--- src/rtl/core/hrlc_pkg.sv ---
`default_nettype none

package hrlc_pkg;

    localparam int MAX_LINE_DEF    = 8192;
    localparam int QUEUE_DEPTH_DEF = 4;

    localparam int NUM_METHODS = 9;
    localparam int OUT_TDATA_W = 40;

    // Result status codes
    localparam logic [1:0] ST_OK          = 2'd0;
    localparam logic [1:0] ST_MALFORMED   = 2'd1;
    localparam logic [1:0] ST_BAD_VERSION = 2'd2;
    localparam logic [1:0] ST_BAD_METHOD  = 2'd3;

    // Method codes
    localparam logic [3:0] METH_GET     = 4'd0;
    localparam logic [3:0] METH_HEAD    = 4'd1;
    localparam logic [3:0] METH_POST    = 4'd2;
    localparam logic [3:0] METH_PUT     = 4'd3;
    localparam logic [3:0] METH_DELETE  = 4'd4;
    localparam logic [3:0] METH_CONNECT = 4'd5;
    localparam logic [3:0] METH_OPTIONS = 4'd6;
    localparam logic [3:0] METH_TRACE   = 4'd7;
    localparam logic [3:0] METH_PATCH   = 4'd8;

    // Line parts
    localparam logic [1:0] PART_METHOD  = 2'd0;
    localparam logic [1:0] PART_TARGET  = 2'd1;
    localparam logic [1:0] PART_VERSION = 2'd2;

    localparam logic [7:0] CH_SPACE   = 8'h20;
    localparam logic [7:0] CH_DEL     = 8'h7F;
    localparam logic [7:0] CH_PERCENT = 8'h25;
    localparam logic [7:0] CH_DOT     = 8'h2E;

    // One classified byte on its way from front to back
    typedef struct packed {
        logic       last;
        logic       is_space;
        logic       is_ctl;
        logic       is_digit;
        logic       is_hex;
        logic [7:0] data;
    } t_tok;

    // Result item, last field (status) in the lowest bits
    typedef struct packed {
        logic [12:0] target_length;
        logic [12:0] target_offset;
        logic        version_code;
        logic [3:0]  method_code;
        logic [1:0]  status;
    } t_result;

    function automatic logic [2:0] method_len(input logic [3:0] m);
        unique case (m)
            METH_GET, METH_PUT:                        method_len = 3'd3;
            METH_HEAD, METH_POST:                      method_len = 3'd4;
            METH_TRACE, METH_PATCH:                    method_len = 3'd5;
            METH_DELETE:                               method_len = 3'd6;
            METH_CONNECT, METH_OPTIONS:                method_len = 3'd7;
            default:                                   method_len = 3'd0;
        endcase
    endfunction

    function automatic logic [7:0] method_char(input logic [3:0] m, input logic [2:0] k);
        logic [55:0] nm;
        unique case (m)
            METH_GET:     nm = "GET    ";
            METH_HEAD:    nm = "HEAD   ";
            METH_POST:    nm = "POST   ";
            METH_PUT:     nm = "PUT    ";
            METH_DELETE:  nm = "DELETE ";
            METH_CONNECT: nm = "CONNECT";
            METH_OPTIONS: nm = "OPTIONS";
            METH_TRACE:   nm = "TRACE  ";
            METH_PATCH:   nm = "PATCH  ";
            default:      nm = "       ";
        endcase
        unique case (k)
            3'd0:    method_char = nm[55:48];
            3'd1:    method_char = nm[47:40];
            3'd2:    method_char = nm[39:32];
            3'd3:    method_char = nm[31:24];
            3'd4:    method_char = nm[23:16];
            3'd5:    method_char = nm[15:8];
            3'd6:    method_char = nm[7:0];
            default: method_char = 8'h00;
        endcase
    endfunction

    function automatic logic [7:0] version_char(input logic [2:0] k);
        unique case (k)
            3'd0:    version_char = "H";
            3'd1:    version_char = "T";
            3'd2:    version_char = "T";
            3'd3:    version_char = "P";
            3'd4:    version_char = "/";
            default: version_char = 8'h00;
        endcase
    endfunction

endpackage

`default_nettype wire

--- src/rtl/core/http_request_line_checker_top.sv ---
// Channel   Dir  Fields (tdata from bit 0 up)
// s_axis    in   tdata: byte_value[7:0]; tlast: last
// m_axis    out  tdata: status[1:0], method_code[5:2], version_code[6],
//                target_offset[19:7], target_length[32:20], zero fill [39:33]
//
// Sustained rate is one byte per cycle while no closing byte waits on an
// output stall: the back end's line-state update retires one byte from the
// QUEUE_DEPTH-entry queue each such cycle. A closing byte is queued, and
// at the head with m_axis free it pops and its result is registered.
// Reset (i_rst_n low, synchronous) empties the queue, clears the line
// state and drops a pending result.
// An output stall blocks the queue only once a closing byte is at its head.
`default_nettype none

module http_request_line_checker_top
    import hrlc_pkg::*;
#(
    parameter int MAX_LINE    = MAX_LINE_DEF,
    parameter int QUEUE_DEPTH = QUEUE_DEPTH_DEF
) (
    input  wire logic                   i_clk,
    input  wire logic                   i_rst_n,
    input  wire logic                   i_s_axis_tvalid,
    output logic                        o_s_axis_tready,
    input  wire logic [7:0]             i_s_axis_tdata,  // byte_value
    input  wire logic                   i_s_axis_tlast,
    output logic                        o_m_axis_tvalid,
    input  wire logic                   i_m_axis_tready,
    // status, method_code, version_code, target_offset, target_length, zero fill
    output logic [OUT_TDATA_W-1:0]      o_m_axis_tdata
);

    localparam int PAD_W = OUT_TDATA_W - $bits(t_result);

    logic    q_ready;
    logic    push;
    t_tok    push_tok;
    logic    q_valid;
    t_tok    head_tok;
    logic    pop;
    t_result res;

    hrlc_front u_front (
        .i_tvalid  (i_s_axis_tvalid),
        .i_tdata   (i_s_axis_tdata),
        .i_tlast   (i_s_axis_tlast),
        .o_tready  (o_s_axis_tready),
        .i_q_ready (q_ready),
        .o_push    (push),
        .o_tok     (push_tok)
    );

    hrlc_queue #(
        .DEPTH (QUEUE_DEPTH)
    ) u_queue (
        .i_clk   (i_clk),
        .i_rst_n (i_rst_n),
        .i_push  (push),
        .i_tok   (push_tok),
        .o_ready (q_ready),
        .o_valid (q_valid),
        .o_tok   (head_tok),
        .i_pop   (pop)
    );

    hrlc_back #(
        .MAX_LINE (MAX_LINE)
    ) u_back (
        .i_clk     (i_clk),
        .i_rst_n   (i_rst_n),
        .i_q_valid (q_valid),
        .i_tok     (head_tok),
        .o_pop     (pop),
        .o_valid   (o_m_axis_tvalid),
        .o_res     (res),
        .i_ready   (i_m_axis_tready)
    );

    assign o_m_axis_tdata = {{PAD_W{1'b0}}, res};

endmodule

`default_nettype wire

--- src/rtl/core/hrlc_front.sv ---
`default_nettype none

module hrlc_front
    import hrlc_pkg::*;
(
    input  wire logic       i_tvalid,
    input  wire logic [7:0] i_tdata,
    input  wire logic       i_tlast,
    output logic            o_tready,
    input  wire logic       i_q_ready,
    output logic            o_push,
    output t_tok            o_tok
);

    logic is_digit;

    assign is_digit = (i_tdata >= 8'h30) && (i_tdata <= 8'h39);

    assign o_tready = i_q_ready;
    assign o_push   = i_tvalid && i_q_ready;

    always_comb begin
        o_tok.data     = i_tdata;
        o_tok.last     = i_tlast;
        o_tok.is_space = (i_tdata == CH_SPACE);
        o_tok.is_ctl   = (i_tdata < CH_SPACE) || (i_tdata == CH_DEL);
        o_tok.is_digit = is_digit;
        o_tok.is_hex   = is_digit
                      || ((i_tdata >= 8'h41) && (i_tdata <= 8'h46))
                      || ((i_tdata >= 8'h61) && (i_tdata <= 8'h66));
    end

endmodule

`default_nettype wire

--- src/rtl/core/hrlc_queue.sv ---
`default_nettype none

module hrlc_queue
    import hrlc_pkg::*;
#(
    parameter int DEPTH = QUEUE_DEPTH_DEF
) (
    input  wire logic i_clk,
    input  wire logic i_rst_n,
    input  wire logic i_push,
    input  t_tok      i_tok,
    output logic      o_ready,
    output logic      o_valid,
    output t_tok      o_tok,
    input  wire logic i_pop
);

    localparam int AW = (DEPTH > 1) ? $clog2(DEPTH) : 1;
    localparam int CW = $clog2(DEPTH + 1);
    localparam logic [AW-1:0] LAST_IDX = AW'(DEPTH - 1);
    localparam logic [CW-1:0] FULL_CNT = CW'(DEPTH);

    t_tok            r_mem [DEPTH];
    logic [AW-1:0]   r_wr;
    logic [AW-1:0]   r_rd;
    logic [CW-1:0]   r_count;
    logic [AW-1:0]   n_wr;
    logic [AW-1:0]   n_rd;
    logic [CW-1:0]   n_count;

    assign o_ready = (r_count != FULL_CNT);
    assign o_valid = (r_count != '0);
    assign o_tok   = r_mem[r_rd];

    always_comb begin
        n_wr    = r_wr;
        n_rd    = r_rd;
        n_count = r_count;
        if (i_push) begin
            n_wr = (r_wr == LAST_IDX) ? '0 : r_wr + AW'(1);
        end
        if (i_pop) begin
            n_rd = (r_rd == LAST_IDX) ? '0 : r_rd + AW'(1);
        end
        if (i_push && !i_pop) begin
            n_count = r_count + CW'(1);
        end else if (!i_push && i_pop) begin
            n_count = r_count - CW'(1);
        end
    end

    always_ff @(posedge i_clk) begin
        if (!i_rst_n) begin
            r_wr    <= '0;
            r_rd    <= '0;
            r_count <= '0;
        end else begin
            r_wr    <= n_wr;
            r_rd    <= n_rd;
            r_count <= n_count;
        end
    end

    always_ff @(posedge i_clk) begin
        if (i_push) begin
            r_mem[r_wr] <= i_tok;
        end
    end

endmodule

`default_nettype wire

--- src/rtl/core/hrlc_back.sv ---
`default_nettype none

module hrlc_back
    import hrlc_pkg::*;
#(
    parameter int MAX_LINE = MAX_LINE_DEF
) (
    input  wire logic i_clk,
    input  wire logic i_rst_n,
    input  wire logic i_q_valid,
    input  t_tok      i_tok,
    output logic      o_pop,
    output logic      o_valid,
    output t_result   o_res,
    input  wire logic i_ready
);

    localparam int POS_W = $clog2(MAX_LINE + 1);
    localparam int EXT_W = (POS_W > 13) ? POS_W : 13;
    localparam logic [POS_W-1:0] MAX_POS = POS_W'(MAX_LINE);

    localparam int FLAG_CTL   = 0;
    localparam int FLAG_EXTRA = 1;
    localparam int FLAG_EMPTY = 2;

    logic [POS_W-1:0]       r_pos, n_pos;
    logic [1:0]             r_part, n_part;
    logic [NUM_METHODS-1:0] r_cand, n_cand;
    logic [2:0]             r_mlen, n_mlen;
    logic [2:0]             r_flags, n_flags;
    logic [1:0]             r_esc, n_esc;
    logic                   r_esc_bad, n_esc_bad;
    logic [POS_W-1:0]       r_tstart, n_tstart;
    logic [3:0]             r_vidx, n_vidx;
    logic                   r_vshape, n_vshape;
    logic [7:0]             r_vdig, n_vdig;
    logic                   r_over, n_over;

    logic                   r_out_valid;
    t_result                r_out;
    t_result                res;

    logic                   ver_go;
    logic                   good;
    logic [3:0]             meth;
    logic [POS_W-1:0]       len_full;
    logic [EXT_W-1:0]       off_ext;
    logic [EXT_W-1:0]       len_ext;
    logic                   out_free;
    logic                   close_line;

    assign out_free   = !r_out_valid || i_ready;
    assign o_pop      = i_q_valid && (!i_tok.last || out_free);
    assign close_line = o_pop && i_tok.last;
    assign o_valid    = r_out_valid;
    assign o_res      = r_out;

    // Line state update for the byte at the head of the queue
    always_comb begin
        n_pos     = r_pos;
        n_part    = r_part;
        n_cand    = r_cand;
        n_mlen    = r_mlen;
        n_flags   = r_flags;
        n_esc     = r_esc;
        n_esc_bad = r_esc_bad;
        n_tstart  = r_tstart;
        n_vidx    = r_vidx;
        n_vshape  = r_vshape;
        n_vdig    = r_vdig;
        n_over    = r_over;
        ver_go    = 1'b0;

        if (r_pos >= MAX_POS) begin
            n_over = 1'b1;
        end else begin
            n_pos = r_pos + POS_W'(1);
        end

        if (i_tok.is_ctl) begin
            n_flags[FLAG_CTL] = 1'b1;
        end

        if (i_tok.is_space) begin
            case (r_part)
                PART_METHOD: begin
                    if (r_mlen == 3'd0) begin
                        n_flags[FLAG_EMPTY] = 1'b1;
                    end
                    n_tstart = n_pos;
                    n_part   = PART_TARGET;
                end
                PART_TARGET: begin
                    if ((n_pos - POS_W'(1)) <= r_tstart) begin
                        n_flags[FLAG_EMPTY] = 1'b1;
                    end
                    if (r_esc != 2'd0) begin
                        n_esc_bad = 1'b1;
                    end
                    n_esc  = 2'd0;
                    n_part = PART_VERSION;
                end
                default: begin
                    n_flags[FLAG_EXTRA] = 1'b1;
                    ver_go              = 1'b1;
                end
            endcase
        end else begin
            case (r_part)
                PART_METHOD: begin
                    for (int i = 0; i < NUM_METHODS; i++) begin
                        if ((r_mlen >= method_len(4'(i)))
                            || (method_char(4'(i), r_mlen) != i_tok.data)) begin
                            n_cand[i] = 1'b0;
                        end
                    end
                    if (r_mlen != 3'd7) begin
                        n_mlen = r_mlen + 3'd1;
                    end
                end
                PART_TARGET: begin
                    if (r_esc != 2'd0) begin
                        if (!i_tok.is_hex) begin
                            n_esc_bad = 1'b1;
                        end
                        n_esc = r_esc - 2'd1;
                    end else if (i_tok.data == CH_PERCENT) begin
                        n_esc = 2'd2;
                    end
                end
                default: begin
                    ver_go = 1'b1;
                end
            endcase
        end

        if (ver_go) begin
            case (r_vidx) inside
                [4'd0:4'd4]: begin
                    if (i_tok.data != version_char(r_vidx[2:0])) begin
                        n_vshape = 1'b0;
                    end
                end
                4'd5: begin
                    if (i_tok.is_digit) begin
                        n_vdig[7:4] = i_tok.data[3:0];
                    end else begin
                        n_vshape = 1'b0;
                    end
                end
                4'd6: begin
                    if (i_tok.data != CH_DOT) begin
                        n_vshape = 1'b0;
                    end
                end
                4'd7: begin
                    if (i_tok.is_digit) begin
                        n_vdig[3:0] = i_tok.data[3:0];
                    end else begin
                        n_vshape = 1'b0;
                    end
                end
                default: begin
                    n_vshape = 1'b0;
                end
            endcase
            if (r_vidx != 4'd15) begin
                n_vidx = r_vidx + 4'd1;
            end
        end
    end

    // Verdict for a closing byte, taken from the updated line state
    always_comb begin
        good = 1'b0;
        meth = METH_GET;
        for (int i = 0; i < NUM_METHODS; i++) begin
            if (!good && n_cand[i] && (method_len(4'(i)) == n_mlen)) begin
                good = 1'b1;
                meth = 4'(i);
            end
        end

        len_full = n_pos - n_tstart - POS_W'(9);
        off_ext  = EXT_W'(n_tstart);
        len_ext  = EXT_W'(len_full);

        res = '0;
        if (n_over || (n_part != PART_VERSION) || (n_flags != 3'd0) || (n_vidx == 4'd0)) begin
            res.status = ST_MALFORMED;
        end else if (!n_vshape || (n_vidx != 4'd8)) begin
            res.status = ST_MALFORMED;
        end else if ((n_vdig != 8'h10) && (n_vdig != 8'h11)) begin
            res.status = ST_BAD_VERSION;
        end else if (n_esc_bad) begin
            res.status = ST_MALFORMED;
        end else if (!good) begin
            res.status = ST_BAD_METHOD;
        end else begin
            res.status        = ST_OK;
            res.method_code   = meth;
            res.version_code  = (n_vdig == 8'h11);
            res.target_offset = off_ext[12:0];
            res.target_length = len_ext[12:0];
        end
    end

    always_ff @(posedge i_clk) begin
        if (!i_rst_n || close_line) begin
            r_pos     <= '0;
            r_part    <= PART_METHOD;
            r_cand    <= '1;
            r_mlen    <= '0;
            r_flags   <= '0;
            r_esc     <= '0;
            r_esc_bad <= 1'b0;
            r_tstart  <= '0;
            r_vidx    <= '0;
            r_vshape  <= 1'b1;
            r_vdig    <= '0;
            r_over    <= 1'b0;
        end else if (o_pop) begin
            r_pos     <= n_pos;
            r_part    <= n_part;
            r_cand    <= n_cand;
            r_mlen    <= n_mlen;
            r_flags   <= n_flags;
            r_esc     <= n_esc;
            r_esc_bad <= n_esc_bad;
            r_tstart  <= n_tstart;
            r_vidx    <= n_vidx;
            r_vshape  <= n_vshape;
            r_vdig    <= n_vdig;
            r_over    <= n_over;
        end
    end

    always_ff @(posedge i_clk) begin
        if (!i_rst_n) begin
            r_out_valid <= 1'b0;
        end else if (close_line) begin
            r_out_valid <= 1'b1;
        end else if (i_ready) begin
            r_out_valid <= 1'b0;
        end
    end

    // Hold the result until the downstream takes it
    always_ff @(posedge i_clk) begin
        if (close_line) begin
            r_out <= res;
        end
    end

endmodule

`default_nettype wire

--- config.mk ---
export PLATFORM = sky130hd
export DESIGN_NAME = http_request_line_checker_top
export DESIGN_NICKNAME = d
export VERILOG_FILES = /design/src/rtl/core/hrlc_pkg.sv /design/src/rtl/core/http_request_line_checker_top.sv /design/src/rtl/core/hrlc_front.sv /design/src/rtl/core/hrlc_queue.sv /design/src/rtl/core/hrlc_back.sv
export SDC_FILE = /design/constraint.sdc
export NUM_CORES = 1
export LEC_CHECK = 0
export BUFFER_PORTS_ARGS = -buffer_cell sky130_fd_sc_hd__clkbuf_2
export CAP_MARGIN = 20
export CORE_MARGIN = 2
export CORE_UTILIZATION = 45
export DETAILED_ROUTE_END_ITERATION = 16
export SETUP_SLACK_MARGIN = 0.3
export SYNTH_ARGS = -nofsm -noshare
export SYNTH_HDL_FRONTEND = slang
export SYNTH_HIERARCHICAL = 1
export SYNTH_SLANG_ARGS = --single-unit
export TNS_END_PERCENT = 10
--- constraint.sdc ---
create_clock -name i_clk -period 4.76 [get_ports i_clk]
set_clock_uncertainty 0.05 [all_clocks]
set_input_delay 0.476 -clock i_clk [delete_from_list [all_inputs] [get_ports i_clk]]
set_output_delay 0.476 -clock i_clk [all_outputs]
set_load 0.05 [all_outputs]
After elaboration in Yosys (flattened, before gate mapping)
Memory sizes are Yosys's and may differ from the RTL's. A register that Yosys moved wholly into a read port is not among the register bits.
Cells that the tools add are included.
W data, S select, Z words.
{ "op_classes": {"n_mux": 126, "reduce_logical": 83, "n_lt_le_gt_ge": 16, "bitwise_logic": 1, "n_eq_ne": 43, "add_sub_neg": 11} }
{ "op_table": {"columns": ["operator", "count"], "rows": [
  ["$mux W8", 21],
  ["$pmux W7 S5", 4],
  ["$pmux W7 S6", 3],
  ["$pmux W7 S4", 3],
  ["$ne A8 B8 Y1", 10],
  ["$mux W3", 19],
  ["$mux W4", 11],
  ["$mux W1", 42],
  ["$mux W14", 3],
  ["$mux W2", 16],
  ["$logic_and A1 B1 Y1", 27],
  ["$logic_or A1 B1 Y1", 19],
  ["$mux W9", 2],
  ["$eq A8 B6 Y1 const B", 2],
  ["$ge A8 B7 Y1 const B", 2],
  ["$le A8 B7 Y1 const B", 2],
  ["$ne A8 B5 Y1 const B", 2],
  ["$ge A3 B3 Y1", 5],
  ["$add A14 B1 Y14 const B", 1],
  ["$ge A14 B14 Y1 const B", 1],
  ["$le A14 B14 Y1", 1],
  ["$logic_not A1 Y1", 14],
  ["$reduce_or A2 Y1", 7],
  ["$sub A14 B1 Y14 const B", 1],
  ["39 further kinds", 62]
]} }
{ "totals": {"word_cells": 303, "output_inout_bits": 42, "input_bits": 13, "ff_bits": 103, "n_memories": 1, "mem_bits_rw": 52} }
{ "mem_list": {"columns": ["memory", "words", "width", "read_ports", "rd_ports_with_merged_regs", "write_ports", "line_no", "source"], "rows": [
  ["u_queue.r_mem", 4, 13, 1, 1, 1, "hrlc_queue.sv:23", "t_tok r_mem [DEPTH];"]
]} }

Logic depth before layout (Yosys ltp)
{ "logic_depth": {"ltp_word": 47, "ltp_mapped": 19, "ltp_nobuf": 18} }

By module
Netlist, hierarchy kept.
{ "modules_own_cells": {"columns": ["mod", "cells_each", "seq_area_each_um2", "area_each_um2", "n_inst"], "rows": [
  ["hrlc_back", 878, 2252.2, 7209.4, 1],
  ["hrlc_queue", 112, 1741.7, 2341.0, 1],
  ["hrlc_front", 25, 0.0, 175.2, 1],
  ["http_request_line_checker_top", 8, 0.0, 56.3, 1]
]} }

Worst setup path before layout
OpenSTA, ideal clock, no wires.
{ "synth_path": {"kind": "flip-flop to flip-flop", "startpoint": "register (tool-made name)", "endpoint": "register u_back.r_out (netlist bit u_back/o_res[32]) (data pin)", "synth_period_minus_slack_ns": 4.483, "stages_incl_launch_ff": 18, "arrival_ns": 4.179, "setup_ns": 0.254, "path_slack_ns": 0.277, "t_required_ns": 4.456, "path_buffers": 4, "cell_sequence": "dfxtp_1 buf_6 mux4_2 clkbuf_1 nand2_1 clkbuf_1 clkbuf_1 o21ai_0 ha_1 inv_1 ha_1 a21o_1 a2111oi_0 nor3_1 a41oi_1 a21oi_1 xnor3_1 and2b_1"} }
{ "synth_rtl": {"columns": ["item", "line_no", "source"], "rows": [
  ["end signal, assigned", "hrlc_back.sv:251", "r_out <= res;"],
  ["end, declared", "hrlc_back.sv:40", "t_result r_out;"]
]} }

Final worst setup path
{ "layout_path": {"startpoint": "register u_back.r_pos[0]", "endpoint": "register u_back.r_out (netlist bit u_back/o_res[6]) (data pin)"} }
{ "layout_via": {"elab_chain_len": 11, "elab_cells_between_ends": 14, "cone_classes": "2 x add/sub; 2 x order compare; 5 x mux; 5 x reduce/logical"} }
{ "layout_rtl": {"columns": ["item", "line_no", "source"], "rows": [
  ["start, declared", "hrlc_back.sv:26", "logic [POS_W-1:0] r_pos, n_pos;"],
  ["start signal, assigned", "hrlc_back.sv:223", "r_pos <= n_pos;"],
  ["$add A14 B1 Y14 / $ge A14 B14 Y1 (equally long branches)", "hrlc_back.sv:77, hrlc_back.sv:74", null],
  ["$mux W14", "hrlc_back.sv:74", "if (r_pos >= MAX_POS) begin"],
  ["$sub A14 B1 Y14", "hrlc_back.sv:94", "if ((n_pos - POS_W'(1)) <= r_tstart) begin"],
  ["$le A14 B14 Y1", "hrlc_back.sv:94", null],
  ["$mux W1", "hrlc_back.sv:94", null],
  ["$pmux W1 S2", "hrlc_back.sv:85", "case (r_part)"],
  ["$mux W2", "hrlc_back.sv:84", "if (i_tok.is_space) begin"],
  ["$reduce_bool A3 Y1", "hrlc_back.sv:189", "if (n_over || (n_part != PART_VERSION) || (n_flags != 3'd0) || (n_vidx == 4'd0)) begin"],
  ["$logic_or A1 B1 Y1 (*) (2 in series)", "hrlc_back.sv:189", null],
  ["$reduce_or A5 Y1 (no line) (*)", null, null]
]} }
Mark *: on every way between the ends. The rest lies on a longest branch, timed or not.
A chain may end at the register's enable or synchronous reset.

==> impl_metrics.env <==
export IMPL_syn_to_final_growth_pct=13.3
export IMPL_dieArea_um2=22900
export IMPL_outcome="finished, final reports clean"
export IMPL_crit_chain="ha_4 -> nand4b_1 -> or2_4 -> xnor2_2 -> nor3_2 -> nand3_1 -> nor2_1 -> nand4_1 -> xor2_1 -> ha_1 -> and4_1 -> o21ai_1 -> a31oi_1 -> o311ai_2 -> a2111o_1 -> a2111oi_4 -> buf_4 -> clkbuf_16 -> and2b_1"
export IMPL_muxShareOfSynthArea_pct=5.30
export IMPL_cts_root_buf="clkbuf_16"
export IMPL_htreeDepth=4
export IMPL_timing_final_max_slew_violations=0
export IMPL_yosysSeqAreaShare_pct=40.8
export IMPL_worst_path_stages=19
export IMPL_syn_area_per_cell_um2=9.56
export IMPL_dp_slack_ns=0.189
export IMPL_clock_sinks=157
export IMPL_crit_type="register to register"
export IMPL_p_leak_uw=0.00424
export IMPL_drc=0
export IMPL_finalSetupViolCount=0
export IMPL_p_per_area_nw_per_um2=680
export IMPL_grt_max_degree=55
export IMPL_grt_use_total_pct=19.3
export IMPL_required_ns=5.00
export IMPL_top_level_ports=55
export IMPL_routedWlPerCell_um=16.0
export IMPL_ys_warnings_count=6
export IMPL_routed_wl_um=21500
export IMPL_numCtsBuffers=17
export IMPL_syn_area_um2=9780
export IMPL_hold_depth=1
export IMPL_first_pass_iters=5
export IMPL_yosys_area_share_adder_pct=7.96
export IMPL_route_vias_total=7286
export IMPL_fmax_mhz=224
export IMPL_yosysTopAreaCell="edfxtp_1"
export IMPL_synth_xor_area_share_pct=6.23
export IMPL_path_buf_inv=2
export IMPL_grt_util_met1_pct=27.8
export IMPL_met2_usage_pct=29.7
export IMPL_synth_seq_cells=157
export IMPL_met3_usage_pct=2.98
export IMPL_timing_hold_worst_class="input port to register"
export IMPL_final_hold_viol_count=0
export IMPL_synth_compound_area_share_pct=13.8
export IMPL_placed_area_um2=10200
export IMPL_dp_hpwl_um=14800
export IMPL_max_stage_delay_ns=0.46
export IMPL_start_util_pct=46.2
export IMPL_vdd_drop_max_uv=352
export IMPL_fp_dieH_um=151
export IMPL_cp_end_kind="register"
export IMPL_period_minus_slack_ns=4.47
export IMPL_coreArea_um2=21200
export IMPL_ff2ff_setup_slack_ns=0.29
export IMPL_drive_above_1_share_pct=16.3
export IMPL_grt_overflow_total=0
export IMPL_antenna_cells=0
export IMPL_synth_ff_type="edfxtp_1"
export IMPL_crit_path_start_kind="register"
export IMPL_maxSlewHeadroom_pct=34.4
export IMPL_ant_nets=0
export IMPL_fin_ws_ns=0.288
export IMPL_synth_edf_count=85
export IMPL_yosysTopAreaCellShare_pct=26.1
export IMPL_final_period_utilization_pct=94.0
export IMPL_path_clk_slew_ns=0.07
export IMPL_fin_util_pct=52.4
export IMPL_drt_iter0_drc=454
export IMPL_cts_tree="done"
export IMPL_synth_simple_area_share_pct=19.1
export IMPL_synth_cell_types=79
export IMPL_rows=53
export IMPL_final_nets=1135
export IMPL_synthArstFlopShare_pct=0
export IMPL_port_buffers=47
export IMPL_routabilityCongestion=0.837
export IMPL_grt_busiest_layer="met2"
export IMPL_fin_area_um2=11100
export IMPL_maxCapViolCount=0
export IMPL_grt_pass1_wl_um=34900
export IMPL_critPathSlowestCell="a2111o_1"
export IMPL_fin_setup_tns_ns=0
export IMPL_arrival_ns=4.72
export IMPL_path_delay_family="simple AND/OR/NAND/NOR gates"
export IMPL_via_per_inst=5.40
export IMPL_grt_antenna_before_repair=0
export IMPL_fp_dieW_um=151
export IMPL_crit_path_max_fanout=8
export IMPL_synth_top_family_by_area="simple AND/OR/NAND/NOR gates"
export IMPL_cts_hold_buf=0
export IMPL_ys_top_cells_by_area="edfxtp_1 26%, dfxtp_1 15%, ha_1 7.5%"
export IMPL_clk_path_buf_depth=2
export IMPL_worstRegToRegCells=19
export IMPL_grt_pass1_vias=6897
export IMPL_worst_pin_slew_ns=0.983
export IMPL_rsz0062_at_grt="true"
export IMPL_insertion_delay_ns=0.43
export IMPL_synthCells=1023
-- final timing paths --
path	to	start
setup / recovery	u_back/o_res[6]$_SDFFCE_PP0P_	u_back/r_pos[0]$_SDFFE_PP0P_
hold / removal	u_queue/r_mem[2][12]$_DFFE_PP_	i_s_axis_tlast
setup reg to reg	u_back/o_res[6]$_SDFFCE_PP0P_	u_back/r_pos[0]$_SDFFE_PP0P_
hold reg to reg	u_back/r_vshape$_SDFFE_PP1P_	u_back/r_vshape$_SDFFE_PP1P_
-- area by class of cell --
class | instances | area [um^2]
repair buffers | 89 | 618
flip-flops and latches | 157 | 4010
clock buffers | 18 | 429
clock inverters | 14 | 166
multi-input cells | 726 | 5260
well taps | 275 | 344
inverters | 70 | 265
fillers | 1936 | 10100
-- sequential cells by signal, summed over array words and instances, names as in the netlist, named ones only --
signal	count
u_back/r_esc	2
u_back/o_res	33
u_back/r_pos	14
u_back/r_vidx	4
u_queue/r_count	3
u_queue/r_wr	2
u_back/o_valid	1
u_back/r_flags	3
u_back/r_esc_bad	1
u_queue/r_mem	52
u_queue/r_rd	2
u_back/r_vdig	8
u_back/r_part	2
u_back/r_cand	9
u_back/r_tstart	14
u_back/r_mlen	3
u_back/r_vshape	1
u_back/r_over	1
-- synthesized netlist by cell type (5+ instances only) --
cell and instances:
nor2_1 107, edfxtp_1 85, dfxtp_1 72, inv_1 70, nand2_1 64, ha_1 59, a21oi_1 44, xnor2_1 39
clkbuf_1 36, o21ai_0 36, and2_1 33, xor2_1 28, a211oi_1 22, nor3_1 22, nand3_1 21, buf_4 20
nor2b_1 19, mux2i_1 18, nand2b_1 14, and3_1 13, nand4_1 13, buf_2 12, a31oi_1 10, mux4_2 10
or3_1 10, o21a_1 9, and2b_1 8, a21o_1 7, nor4_1 7, and4_1 6, o21bai_1 6, o31ai_1 5
-- per-layer routing --
metal	up-vias	routed length, um
met4	0	301
li1	3713	-
met3	20	924
met5	-	0
met2	168	9410
met1	3385	10900
-- kinds of logic after synthesis --
| family | count (synthesis) |
|---|---|
| DFF | 157 |
| AOI/OAI and AO/OA | 194 |
| other | 1 |
| xor gates and xnor gates | 68 |
| buffers and inverters | 146 |
| adders and majority gates | 61 |
| muxes | 34 |
| and+or+nand+nor | 362 |
-- stage by stage --
stage               instances  power, uW  hold slack, ns
CTS                      1338       7460           0.196
global placement         1302       6060           0.387
finish                   1349       7540           0.215
detailed placement       1302       6080           0.383
global route             1349       8150           0.211
floorplan                1029       5170           0.368
-- placed cells by master (no fill, tap or decap), types with 19 or more instances in the layout --
| cell | instances |
|---|---|
| edfxtp_1 | 85 |
| nor2b_1 | 19 |
| a211oi_1 | 22 |
| xor2_1 | 25 |
| nand2_1 | 63 |
| a21oi_1 | 44 |
| nand3_1 | 21 |
| buf_4 | 38 |
| ha_1 | 56 |
| clkbuf_2 | 47 |
| dfxtp_1 | 67 |
| and2_1 | 32 |
| nor3_1 | 20 |
| inv_1 | 68 |
| nor2_1 | 104 |
| o21ai_0 | 35 |
| xnor2_1 | 38 |
-- what timing repair did --
item / 4_1_cts / 5_1_grt
buffers inserted: 3 / 9
setup endpoints to repair: 31 / 32
pin swaps: 1 / 15
cloned: 1 / 1
resized for setup: 9 / 24
-- power breakdown --
group | switching (uW) | internal, uW | leakage, uW | total [uW]
clock | 630 | 711 | 0.000288 | 1340
sequential | 198 | 1790 | 0.00138 | 1980
combinational | 2610 | 1600 | 0.00258 | 4210
total | 3440 | 4100 | 0.00424 | 7540
Note: power is estimated with default switching activity, not from simulation.
